`src/sv/bpc_pkg.sv`:
```
// Package for the barometric pressure compensation block.
// Holds the calibration and stage types, register indexes and fixed widths.
// No dependencies; every other file imports it.
package bpc_pkg;

  // Register stages from input to result register.
  localparam int NUM_STAGES = 10;

  // Stage positions in the load vector.
  localparam int STG_DT     = 0;
  localparam int STG_MUL1   = 1;
  localparam int STG_FIRST  = 2;
  localparam int STG_SQUARE = 3;
  localparam int STG_CORR   = 4;
  localparam int STG_APPLY  = 5;
  localparam int STG_PPROD  = 6;
  localparam int STG_PSUM   = 7;
  localparam int STG_PRES   = 8;
  localparam int STG_CLAMP  = 9;

  // Widths of the fixed fields and of the internal values.
  localparam int CAL_W   = 16;
  localparam int RAW_W   = 24;
  localparam int DT_W    = 25;
  localparam int TEMP1_W = 19;
  localparam int TEMP2_W = 20;
  localparam int T2_W    = 18;
  localparam int SQ_W    = 36;
  localparam int CORR_W  = 38;
  localparam int OFF_W   = 40;
  localparam int SENS_W  = 40;
  localparam int SPLIT_W = 20;
  localparam int PROD_W  = 64;
  localparam int P_W     = 32;
  localparam int TOUT_W  = 15;
  localparam int POUT_W  = 17;
  localparam int IDX_W   = 3;

  // Fixed constants of the compensation formula.
  localparam int TEMP_REF  = 2000;
  localparam int TEMP_KNEE = -1500;
  localparam int TEMP_MIN  = -4000;
  localparam int TEMP_MAX  = 8500;
  localparam int PRES_MIN  = 1000;
  localparam int PRES_MAX  = 120000;

  typedef enum logic [IDX_W-1:0] {
    REG_PRESSURE_SENSITIVITY   = 3'd0,
    REG_PRESSURE_OFFSET        = 3'd1,
    REG_SENSITIVITY_TEMP_COEFF = 3'd2,
    REG_OFFSET_TEMP_COEFF      = 3'd3,
    REG_REFERENCE_TEMPERATURE  = 3'd4,
    REG_TEMPERATURE_COEFF      = 3'd5
  } cfg_reg_t;

  typedef struct packed {
    logic [CAL_W-1:0] pressure_sensitivity;
    logic [CAL_W-1:0] pressure_offset;
    logic [CAL_W-1:0] sensitivity_temp_coeff;
    logic [CAL_W-1:0] offset_temp_coeff;
    logic [CAL_W-1:0] reference_temperature;
    logic [CAL_W-1:0] temperature_coeff;
  } calib_t;

  typedef struct packed {
    logic [NUM_STAGES-1:0] load;
  } stage_ctl_t;

  // First-order results leaving the third stage.
  typedef struct packed {
    logic signed [TEMP1_W-1:0] temp1;
    logic signed [OFF_W-1:0]   off1;
    logic signed [SENS_W-1:0]  sens1;
    logic [T2_W-1:0]           t2;
    logic [RAW_W-1:0]          d1;
  } first_t;

  // Corrected values leaving the sixth stage.
  typedef struct packed {
    logic signed [TEMP2_W-1:0] temp2;
    logic signed [OFF_W-1:0]   off;
    logic signed [SENS_W-1:0]  sens;
    logic [RAW_W-1:0]          d1;
  } second_t;

endpackage

```
`src/sv/bpc_pipe_ctrl.sv`:
```
// Valid and stall control for the compensation pipeline.
// Depends on bpc_pkg for the stage count and the load vector type.
module bpc_pipe_ctrl (
  input  logic                clk,
  input  logic                rst,
  input  logic                meas_valid,
  output logic                meas_ready,
  output logic                res_valid,
  input  logic                res_ready,
  output bpc_pkg::stage_ctl_t ctl
);
  import bpc_pkg::*;

  logic [NUM_STAGES-1:0] vld;
  logic [NUM_STAGES-1:0] vld_next;
  logic [NUM_STAGES-1:0] upstream;
  logic [NUM_STAGES:0]   adv;

  // A stage loads when it is empty or when the stage after it moves on,
  // so bubbles are squeezed out while the output stalls.
  assign adv[NUM_STAGES] = res_ready;
  for (genvar k = 0; k < NUM_STAGES; k++) begin : g_adv
    assign adv[k] = ~vld[k] | adv[k+1];
  end

  assign upstream = {vld[NUM_STAGES-2:0], meas_valid};
  assign vld_next = (adv[NUM_STAGES-1:0] & upstream) | (~adv[NUM_STAGES-1:0] & vld);

  always_ff @(posedge clk) begin
    if (rst) begin
      vld <= '0;
    end else begin
      vld <= vld_next;
    end
  end

  assign ctl.load   = adv[NUM_STAGES-1:0];
  assign meas_ready = adv[0];
  assign res_valid  = vld[NUM_STAGES-1];

endmodule

```
`config.mk`:
```
export PLATFORM = sky130hd
export DESIGN_NAME = bpc_pipe_ctrl
export DESIGN_NICKNAME = d
export VERILOG_FILES = /design/src/sv/bpc_pkg.sv /design/src/sv/bpc_pipe_ctrl.sv
export SDC_FILE = /design/constraint.sdc
export NUM_CORES = 1
export LEC_CHECK = 0
export BUFFER_PORTS_ARGS = -buffer_cell sky130_fd_sc_hd__buf_2
export CAP_MARGIN = 20
export CORE_AREA = 2 2 39 41
export CTS_CLUSTER_DIAMETER = 50
export DETAILED_ROUTE_END_ITERATION = 6
export DIE_AREA = 0 0 41 43
export HOLD_SLACK_MARGIN = 0.08
export SETUP_SLACK_MARGIN = 0.3
export SLEW_MARGIN = 0
export SYNTH_ARGS = -nofsm -noshare
export SYNTH_HDL_FRONTEND = slang
export SYNTH_SLANG_ARGS = --single-unit
```
`constraint.sdc`:
```
create_clock -name clk -period 2.5 [get_ports clk]
set_input_delay 0.25 -clock clk [delete_from_list [all_inputs] [get_ports clk]]
set_output_delay 0.25 -clock clk [all_outputs]
set_load 0.02 [all_outputs]
```
Yosys cells after proc, flatten, opt, wreduce, memory -nomap -nowiden
Cells that the tools add are included.
- bits in registers: 10
- input port bits: 4
- output and inout bits: 12
- logic and storage cells: 25
- bitwise logic cells: 24
- operators by type and width (operator ; number):
    AND 10 bit ; 2
    inverter 1 bit ; 10
    inverter 10 bit ; 1
    OR 1 bit ; 10
    OR 10 bit ; 1

Depth between registers and ports, before layout
Gate-level depths: netlist of run 1.
- word-level depth: 14
- gate-level depth with buffers: 5
- mapped depth without buffers: 3

Least setup slack after synthesis of run 1
No wires, ideal clock.
- path kind: register to output
- from: reg with a tool-made name
- to: out ctl[0] (netlist bit)
- arrival time: 1.476 ns
- required time: 2.250 ns
- path slack: 0.774 ns
- stages on the path, launching flop included: 6
- path buffers: 2
- path through: dfxtp_1 and4b_1 buf_6 nand4_4 or2_1 buf_4
- RTL lines (what ; RTL line ; source):
    end, declared ; bpc_pipe_ctrl.sv:10 ; output bpc_pkg::stage_ctl_t ctl

==> impl_metrics.env, run 1 <==
export IMPL_areaGrowthSynthToFinish_pct=23.3
export IMPL_worst_setup_path_start_kind="register"
export IMPL_synth_area_leaders="dfxtp_1, a21oi_1, nor2_1"
export IMPL_vias=350
export IMPL_synth_warning_count=0
export IMPL_hp_class="in -> reg"
export IMPL_yosysTopAreaCell="dfxtp_1"
export IMPL_synth_xor_area_share_pct=0
export IMPL_crit_type="reg -> out"
export IMPL_avgSynthCellArea_sq_um=8.87
export IMPL_floorplan_rows=14
export IMPL_synth_adder_area_share_pct=0
export IMPL_syn_area_sq_um=408
export IMPL_wl_microns=725
export IMPL_cts_setup_buffers=0
export IMPL_endpoint="ctl[0]"
export IMPL_nNetsFinal=67
export IMPL_synth_edf_count=0
export IMPL_syn_instance_count=46
export IMPL_pwr_share_seq_pct=59.7
export IMPL_cp_arrival_ns=1.63
export IMPL_post_route_period_util_pct=75.4
export IMPL_ir_worst_vdd_mv=0.198
export IMPL_met2_usage_pct=10.9
export IMPL_total_leakage_power_uw=0.000195
export IMPL_setup_viol=0
export IMPL_maxCapViolCount=0
export IMPL_synth_top_family_by_area="simple AND/OR/NAND/NOR gates"
export IMPL_power_frac_clock_pct=37.1
export IMPL_max_clock_path_buffers=2
export IMPL_pin_count=16
export IMPL_layout_drive_gt1_share_pct=34.4
export IMPL_path_max_fanout=10
export IMPL_via_per_inst=4.55
export IMPL_synthSimpleGateAreaFrac_pct=28.2
export IMPL_core_area_sq_um=1380
export IMPL_grt_pass1_wl_microns=1030
export IMPL_first_pass_iters=4
export IMPL_port_buffers=15
export IMPL_holdBufCountCts=0
export IMPL_cp_data_required_time_ns=2.25
export IMPL_grt_overflow_total=0
export IMPL_cts_tree="built"
export IMPL_antenna_found_initial=0
export IMPL_clock_sinks=10
export IMPL_synthArstFlopShare_pct=0
export IMPL_p_sw_share_pct=19.5
export IMPL_root_buffer="clkbuf_4"
export IMPL_r2r_slack_ns=1.25
export IMPL_grt_busiest_layer="met4"
export IMPL_yosysTopAreaCellShare_pct=49.1
export IMPL_r2r_cells=3
export IMPL_wire_per_inst_microns=9.42
export IMPL_grt_max_degree=12
export IMPL_grtUsageMet1_pct=11.0
export IMPL_grt_util_met3_pct=3.14
export IMPL_cp_end_kind="output port"
export IMPL_p_comb_share_pct=3.2
export IMPL_cts_made_buffers=3
export IMPL_p_per_area_nw_per_um2=545
export IMPL_synth_seq_cells=10
export IMPL_cts_reportedPaths_clkPinSlew_ns=0.06
export IMPL_synth_nets=50
export IMPL_finalHoldViolations=0
export IMPL_grt_total_usage_pct=9.37
export IMPL_period_minus_slack_ns=1.88
export IMPL_outcome="complete, no violations"
export IMPL_hpwl_microns=533
export IMPL_synth_ff_type="dfxtp_1"
export IMPL_power_switching_uw=53.4
export IMPL_cts_resized=0
export IMPL_routabilityCongestion=0.670
export IMPL_ant_nets=0
export IMPL_slew_limit_headroom_pct=73.2
export IMPL_grt_pass1_vias=260
export IMPL_initial_core_util_pct=29.5
export IMPL_slew_violations=0
export IMPL_drt_iter0_drc=7
export IMPL_rsz0062_at_grt="no"
export IMPL_synth_common_cells="dfxtp_1, a21oi_1, nor2_1, inv_1, nand2_1"
export IMPL_clkLatencyLatePin_ns=0.25
export IMPL_synth_compound_area_share_pct=11.7
export IMPL_synth_most_common_cell="dfxtp_1"
export IMPL_die_width_microns=41
export IMPL_power_internal_uw=221
export IMPL_clock_skew_ns=0.00201
export IMPL_ys_seq_area_share_pct=49.1
export IMPL_antenna_cells=0
export IMPL_die_area_sq_um=1760
export IMPL_finalPower_uw=274
export IMPL_fmax_mhz=531
export IMPL_ys_types=17
export IMPL_totalNegativeSetupSlack_ns=0
export IMPL_cts_max_level=1
export IMPL_muxShareOfSynthArea_pct=0
export IMPL_die_y_microns=43
export IMPL_tightest_slew_ns=0.401
export IMPL_route_detailed_drc=0
[through the flow]
stage / cell area, sq um / instances / util (%) / hold WS [ns] / setup WS, ns
CTS: 503 / 77 / 36.3 / 0.203 / 0.598
floorplan: 408 / 46 / - / 0.377 / 0.774
finish: 503 / 77 / 36.3 / 0.212 / 0.615
global placement: 480 / 74 / 34.7 / 0.441 / 0.867
detailed placement: 480 / 74 / 34.7 / 0.443 / 0.831
global route: 503 / 77 / 36.3 / 0.205 / 0.513
[worst max-delay path, stage by stage (launching register included)]
cell and delay, ns:
dfxtp_1 0.36, and4b_1 0.46, nand4_4 0.16, or2_1 0.24, buf_2 0.16
[cells in the final DEF (no fill, tap or decap)]
| master | count |
|---|---|
| buf_2 | 15 |
| dfxtp_1 | 10 |
| a21oi_1 | 7 |
| nor2_1 | 7 |
| inv_1 | 6 |
| nand2_1 | 3 |
| clkbuf_4 | 3 |
| nand3_1 | 2 |
| nor2b_1 | 1 |
| and4b_1 | 1 |
| and4_4 | 1 |
| nand4_1 | 1 |
| nand4_4 | 1 |
| or2_1 | 1 |
| nand2b_1 | 1 |
| o31ai_2 | 1 |
[kinds of logic after synthesis]
kind of cell           Yosys count
and+or+nand+nor                 19
DFF                             10
buffers and inverters            9
AOI/OAI and AO/OA                8
[worst min-delay path by stage]
stage / cells after the start / slack (ns) / startpoint / end
after floorplan: 2 / 0.38 / meas_valid / register
after global placement: 2 / 0.44 / register / register
after detailed placement: 2 / 0.44 / register / register
after global routing: 3 / 0.21 / meas_valid / register
after CTS: 3 / 0.20 / meas_valid / register
final: 3 / 0.21 / meas_valid / register
[power by group through the flow]
stage / Combinational (uW) / Sequential, uW / Clock, uW
detailed placement: 8.93 / 167 / 0
global placement: 8.92 / 167 / 0
CTS: 8.99 / 164 / 107
global route: 10.0 / 164 / 119
finish: 8.80 / 164 / 102
floorplan: 5.67 / 167 / 0
[final cells by class]
cell class / count / area [sq um]
fillers: 153 / 881
flip-flops and latches: 10 / 200
multi-input cells: 27 / 163
repair buffers: 15 / 75.1
clock buffers: 3 / 22.5
inverters: 6 / 22.5
well taps: 16 / 20.0
[per-layer routing]
layer / share of wire (%) / wire, microns
met1: 51 / 373
met2: 38 / 275
met3: 9.0 / 65
met4: 1.5 / 11
met5: 0 / 0
(Power assumes the default switching activity.)
==> inputs of run 2 (changes only) <==
--- a/config.mk
+++ b/config.mk
@@ -5,6 +5,7 @@
 export SDC_FILE = /design/constraint.sdc
 export NUM_CORES = 1
 export LEC_CHECK = 0
+export ABC_AREA = 1
 export BUFFER_PORTS_ARGS = -buffer_cell sky130_fd_sc_hd__buf_2
 export CAP_MARGIN = 20
 export CORE_AREA = 2 2 39 41
==> constraint.sdc (replaced) <==
create_clock -name clk -period 1.65 [get_ports clk]
set_input_delay 0.165 -clock clk [delete_from_list [all_inputs] [get_ports clk]]
set_output_delay 0.165 -clock clk [all_outputs]
set_load 0.02 [all_outputs]
==> run 2 against run 1 <==
  * Synthesized area stayed put
  * Cell count is 14% higher
  * Clock skew is 0.0032 ns higher
  * Utilization is 12 points higher
  * Via count is 8.0% higher
  * Routed wire length is 30% higher
  * Non-clock buffer count is 9 higher
  * Design area is 33% higher
  * Count of clock-buffer cells in the layout is 1 higher
  * Die area stayed put
  * Global-route usage is 3.0 points higher
  * Worst hold slack worse by 0.070 ns
  * Critical path type unchanged
  * Critical endpoint is now meas_ready
==> impl_metrics.env, run 2 <==
export IMPL_outcome="complete, no violations"
export IMPL_path_buf_inv=1
export IMPL_die_area_sq_um=1760
export IMPL_grt_util_met3_pct=6.28
export IMPL_ys_seq_area_share_pct=49.1
export IMPL_holdBufCountCts=0
export IMPL_grt_max_degree=11
export IMPL_grtUsageMet1_pct=14.6
export IMPL_fmax_mhz=643
export IMPL_die_y_microns=43
export IMPL_synth_common_cells="inv_1, dfxtp_1, a21oi_1, nand2_1, nor2_1"
export IMPL_grt_total_usage_pct=12.4
export IMPL_totalNegativeSetupSlack_ns=0
export IMPL_synthArstFlopShare_pct=0
export IMPL_synth_warning_count=0
export IMPL_clock_sinks=10
export IMPL_hp_class="in -> reg"
export IMPL_cp_arrival_ns=1.39
export IMPL_grt_pass1_wl_microns=1430
export IMPL_worstPathCellList="nand3_4, nor2_4, nand4_4, nor2_4, nand4_4, buf_6"
export IMPL_yosysTopAreaCell="dfxtp_1"
export IMPL_place_ws_ns=0.323
export IMPL_layout_commonest_cell="inv_1"
export IMPL_layout_drive_gt1_share_pct=55.6
export IMPL_ys_types=12
export IMPL_root_buffer="clkbuf_4"
export IMPL_rsz0062_at_grt="yes"
export IMPL_synth_area_leaders="dfxtp_1, inv_1, a21oi_1"
export IMPL_total_leakage_power_uw=0.000273
export IMPL_grt_pass1_vias=354
export IMPL_synth_edf_count=0
export IMPL_syn_instance_count=46
export IMPL_worst_setup_path_start_kind="register"
export IMPL_slew_limit_headroom_pct=85.9
export IMPL_syn_area_sq_um=408
export IMPL_antenna_found_initial=0
export IMPL_first_pass_iters=4
export IMPL_n_fill_cell=139
export IMPL_core_area_sq_um=1380
export IMPL_cts_tree="built"
export IMPL_period_minus_slack_ns=1.55
export IMPL_slew_violations=0
export IMPL_cts_reportedPaths_clkPinSlew_ns=0.07
export IMPL_finalHoldViolations=0
export IMPL_floorplan_rows=14
export IMPL_synth_most_common_cell="inv_1"
export IMPL_hpwl_microns=528
export IMPL_p_per_area_nw_per_um2=725
export IMPL_routabilityCongestion=0.626
export IMPL_wl_microns=939
export IMPL_ir_worst_vdd_mv=0.473
export IMPL_initial_core_util_pct=29.5
export IMPL_yosysTopAreaCellShare_pct=49.1
export IMPL_tightest_slew_ns=0.211
export IMPL_crit_type="reg -> out"
export IMPL_cts_made_buffers=3
export IMPL_areaGrowthSynthToFinish_pct=64.1
export IMPL_grt_busiest_layer="met2"
export IMPL_grt_overflow_total=0
export IMPL_ant_nets=0
export IMPL_antenna_cells=0
export IMPL_crit_path_top_delay_cell="dfxtp_2"
export IMPL_port_buffers=15
export IMPL_worst_slack_ns=0.0951
export IMPL_nNetsFinal=77
export IMPL_met2_usage_pct=17.8
export IMPL_vias=378
export IMPL_synth_seq_cells=10
export IMPL_route_detailed_drc=0
export IMPL_maxCapViolCount=0
export IMPL_via_per_inst=4.30
export IMPL_synth_nets=50
export IMPL_cts_max_level=1
export IMPL_avgSynthCellArea_sq_um=8.87
export IMPL_pin_count=16
export IMPL_layout_common_cells="inv_1, buf_2, dfxtp_1, buf_4"
export IMPL_setup_viol=0
export IMPL_die_width_microns=41
export IMPL_synth_ff_type="dfxtp_1"
export IMPL_cp_end_kind="output port"
export IMPL_cp_data_required_time_ns=1.48
export IMPL_max_clock_path_buffers=2
export IMPL_critPathMaxStageDelay_ns=0.35
export IMPL_clock_skew_ns=0.00520
export IMPL_drt_iter0_drc=8
export IMPL_clkLatencyLatePin_ns=0.27
export IMPL_path_max_fanout=4
export IMPL_wire_per_inst_microns=10.7
export IMPL_crit_family="simple AND/OR/NAND/NOR gates"
export IMPL_post_route_period_util_pct=94.2
==> run 2: logic make-up after synthesis <==
logic type,Yosys count,share of synthesized area (%)
flops,10,49.1
simple gates,12,24.2
buf+inv,15,14.7
compound gates,9,12.0
==> run 2: final timing paths <==
| kind | cells past startpoint | to | slack [ns] | start |
|---|---|---|---|---|
| max reg2reg | 8 | register | 0.24 | register |
| max | 6 | meas_ready | 0.1 | register |
| min | 3 | register | 0.14 | meas_valid |
| min reg2reg | 2 | register | 0.47 | register |
==> run 2: power by group <==
part	leakage, uW	internal, uW	switching, uW	total [uW]
Combinational	0.000170	5.24	8.66	13.9
Clock	0.0000210	134	89.7	224
Sequential	0.0000825	243	4.29	248
==> run 2: worst register-to-register path: stages, from the launching register on <==
cell	delay, ns
dfxtp_2	0.35
nand3_4	0.09
nor2_4	0.12
nand4_4	0.10
nor2_4	0.17
nand4_4	0.13
buf_4	0.17
buf_4	0.12
a21oi_2	0.09
==> run 2: metal layers <==
metal	wire, microns	vias up	part of all wire, %
li1	-	194	-
met1	379	164	40
met2	470	18	50
met3	67	2	7.1
met4	21	0	2.2
met5	0	-	0
==> run 2: final cells by class <==
type                       instances  area (sq um)  area share [%]
multi-input combinational         21           175            26.2
clock buffer                       4          36.3            5.42
inverter                          13          48.8            7.29
tap                               16          20.0            2.99
sequential                        10           205            30.7
timing repair buffer              24           184            27.5
==> run 2: per-stage QoR <==
| step | instance area, sq um | utilization [%] | hold WS, ns | cells | power [uW] |
|---|---|---|---|---|---|
| global placement | 512 | 37.0 | 0.415 | 75 | 267 |
| floorplan | 432 | - | 0.309 | 46 | 262 |
| CTS | 619 | 44.8 | 0.140 | 84 | 487 |
| detailed placement | 512 | 37.0 | 0.421 | 75 | 267 |
| global route | 669 | 48.4 | 0.155 | 88 | 504 |
| finish | 669 | 48.4 | 0.142 | 88 | 485 |
==> run 2: repair_timing <==
item	in CTS	in global routing
setup buffers	5	4
pin swaps	2	1
setup endpoints to repair	7	11
cloned	0	0
gates resized for setup	12	6
==> inputs of run 3 (changes only) <==
==> constraint.sdc (replaced) <==
create_clock -name clk -period 1.8 [get_ports clk]
set_input_delay 0.18 -clock clk [delete_from_list [all_inputs] [get_ports clk]]
set_output_delay 0.18 -clock clk [all_outputs]
set_load 0.05 [all_outputs]
==> run 3 against run 2 <==
  * Sequential power shrank 8.5%
  * Routed wire length is 11% lower
  * Count of clock-buffer cells in the layout unchanged
  * Clock power decreased by 11%
  * Critical path depth unchanged
  * Global-route usage fell by 1.6 points
  * First-iteration DRC count decreased by 88%
  * Register-to-register slack improved by 0.16 ns
  * Combinational power down 11%
  * Utilization shrank 0.72 points
  * Total power decreased by 9.3%
  * Via count is 3.7% lower
  * Critical path type unchanged
  * Critical endpoint is now ctl[0]
==> impl_metrics.env, run 3 (synthesis gave the netlist of run 2 again) <==
export IMPL_max_clock_path_buffers=2
export IMPL_place_ws_ns=0.423
export IMPL_post_route_period_util_pct=87.7
export IMPL_ir_worst_vdd_mv=0.304
export IMPL_clock_skew_ns=0.00568
export IMPL_root_buffer="clkbuf_4"
export IMPL_routabilityCongestion=0.643
export IMPL_crit_family="simple AND/OR/NAND/NOR gates"
export IMPL_grt_pass1_vias=297
export IMPL_grt_max_degree=11
export IMPL_slew_limit_headroom_pct=83.4
export IMPL_cp_arrival_ns=1.40
export IMPL_die_area_sq_um=1760
export IMPL_worstHoldStart="meas_valid"
export IMPL_nNetsFinal=74
export IMPL_p_per_area_nw_per_um2=667
export IMPL_slew_violations=0
export IMPL_power_internal_uw=351
export IMPL_pwr_share_seq_pct=51.6
export IMPL_port_buffers=15
export IMPL_crit_type="reg -> out"
export IMPL_final_cell_area_sq_um=659
export IMPL_core_area_sq_um=1380
export IMPL_finalHoldViolations=0
export IMPL_rsz0062_at_grt="yes"
export IMPL_ant_nets=0
export IMPL_clock_sinks=10
export IMPL_vias=364
export IMPL_antenna_cells=0
export IMPL_layout_commonest_cell="inv_1"
export IMPL_antenna_found_initial=0
export IMPL_r2r_cells=8
export IMPL_critPathMaxStageDelay_ns=0.35
export IMPL_die_y_microns=43
export IMPL_hp_class="in -> reg"
export IMPL_fmax_mhz=633
export IMPL_outcome="complete, no violations"
export IMPL_cts_max_level=1
export IMPL_cts_made_buffers=3
export IMPL_grt_total_usage_pct=10.8
export IMPL_hold_path_depth=3
export IMPL_cp_data_required_time_ns=1.62
export IMPL_period_minus_slack_ns=1.58
export IMPL_path_buf_inv=1
export IMPL_p_sw_share_pct=20.3
export IMPL_r2r_slack_ns=0.40
export IMPL_route_detailed_drc=0
export IMPL_setup_viol=0
export IMPL_first_pass_iters=3
export IMPL_wl_microns=837
export IMPL_wire_per_inst_microns=9.85
export IMPL_grt_pass1_wl_microns=1210
export IMPL_power_frac_clock_pct=45.5
export IMPL_hpwl_microns=579
export IMPL_die_width_microns=41
export IMPL_total_leakage_power_uw=0.000271
export IMPL_via_per_inst=4.28
export IMPL_worst_setup_path_start_kind="register"
export IMPL_initial_core_util_pct=29.5
export IMPL_worst_slack_ns=0.221
export IMPL_layout_common_cells="inv_1, a21oi_1, dfxtp_1"
export IMPL_path_max_fanout=4
export IMPL_grt_overflow_total=0
export IMPL_floorplan_rows=14
export IMPL_power_switching_uw=89.4
export IMPL_layout_drive_gt1_share_pct=53.6
export IMPL_pin_count=16
export IMPL_clkLatencyLatePin_ns=0.26
export IMPL_holdBufCountCts=0
export IMPL_maxCapViolCount=0
export IMPL_areaGrowthSynthToFinish_pct=61.7
export IMPL_drt_iter0_drc=1
export IMPL_crit_path_top_delay_cell="dfxtp_2"
export IMPL_dpl_instance_area_sq_um=512
export IMPL_cts_tree="built"
export IMPL_p_comb_share_pct=2.8
export IMPL_tightest_slew_ns=0.251
export IMPL_cts_reportedPaths_clkPinSlew_ns=0.07
export IMPL_worstPathCellList="nand3_4, nor2_4, nand4_4, nor2_4, nand4_4, buf_8"
export IMPL_cp_end_kind="output port"
-- run 3: cell count changes in the layout (fill, tap and decap cells not counted), sizes merged --
| cell | before | now |
|---|---|---|
| buf | 24 | 21 |
-- run 3: worst max path at each step --
stage,endpoint,from,cells past startpoint
after floorplan,ctl[0],register,6
after global placement,ctl[5],res_ready,8
after detailed placement,ctl[0],res_ready,8
after CTS,ctl[0],register,6
after global routing,ctl[0],register,6
final,ctl[0],register,6
-- run 3: area by class of cell --
cell class	count	area [sq um]
fillers	138	724
flip-flops and latches	10	205
repair buffers	21	178
multi-input cells	21	171
inverters	13	48.8
clock buffers	4	36.3
well taps	16	20.0
-- run 3: tightest hold or removal path, cell delays in order --
cell and delay [ns]:
buf_2 0.09, inv_1 0.05, a21oi_2 0.05
-- run 3: metrics by stage --
| step | hold WS [ns] | utilization (%) | setup TNS [ns] | instances | total power, uW |
|---|---|---|---|---|---|
| 2_1_floorplan | 0.324 | - | -0.449 | 46 | 240 |
| 3_3_place_gp | 0.442 | 37.0 | 0 | 75 | 245 |
| 3_5_place_dp | 0.439 | 37.0 | 0 | 75 | 245 |
| 4_1_cts | 0.154 | 44.8 | 0 | 83 | 450 |
| 5_1_grt | 0.147 | 47.6 | 0 | 85 | 461 |
| 6_report | 0.162 | 47.6 | 0 | 85 | 440 |
-- run 3: power by group through the flow --
stage	clock network (uW)	registers (uW)	logic [uW]
floorplan	0	232	8.27
global placement	0	232	12.4
detailed placement	0	232	12.4
CTS	210	227	12.5
global route	220	228	14.1
finish	200	227	12.4
-- run 3: what timing repair did --
action / 4_1_cts / 5_1_grt
buffers inserted: 4 / 2
endpoints found under the setup margin: 7 / 8
gates resized for setup: 14 / 10
pin swaps: 1 / 1
-- run 3: layer usage --
metal	vias to the layer above	part of all wire, %	global-route usage, %
li1	189	-	-
met1	163	42	11.0
met2	10	52	15.3
met3	2	4.3	6.28
met4	0	1.7	8.00
met5	-	0	0
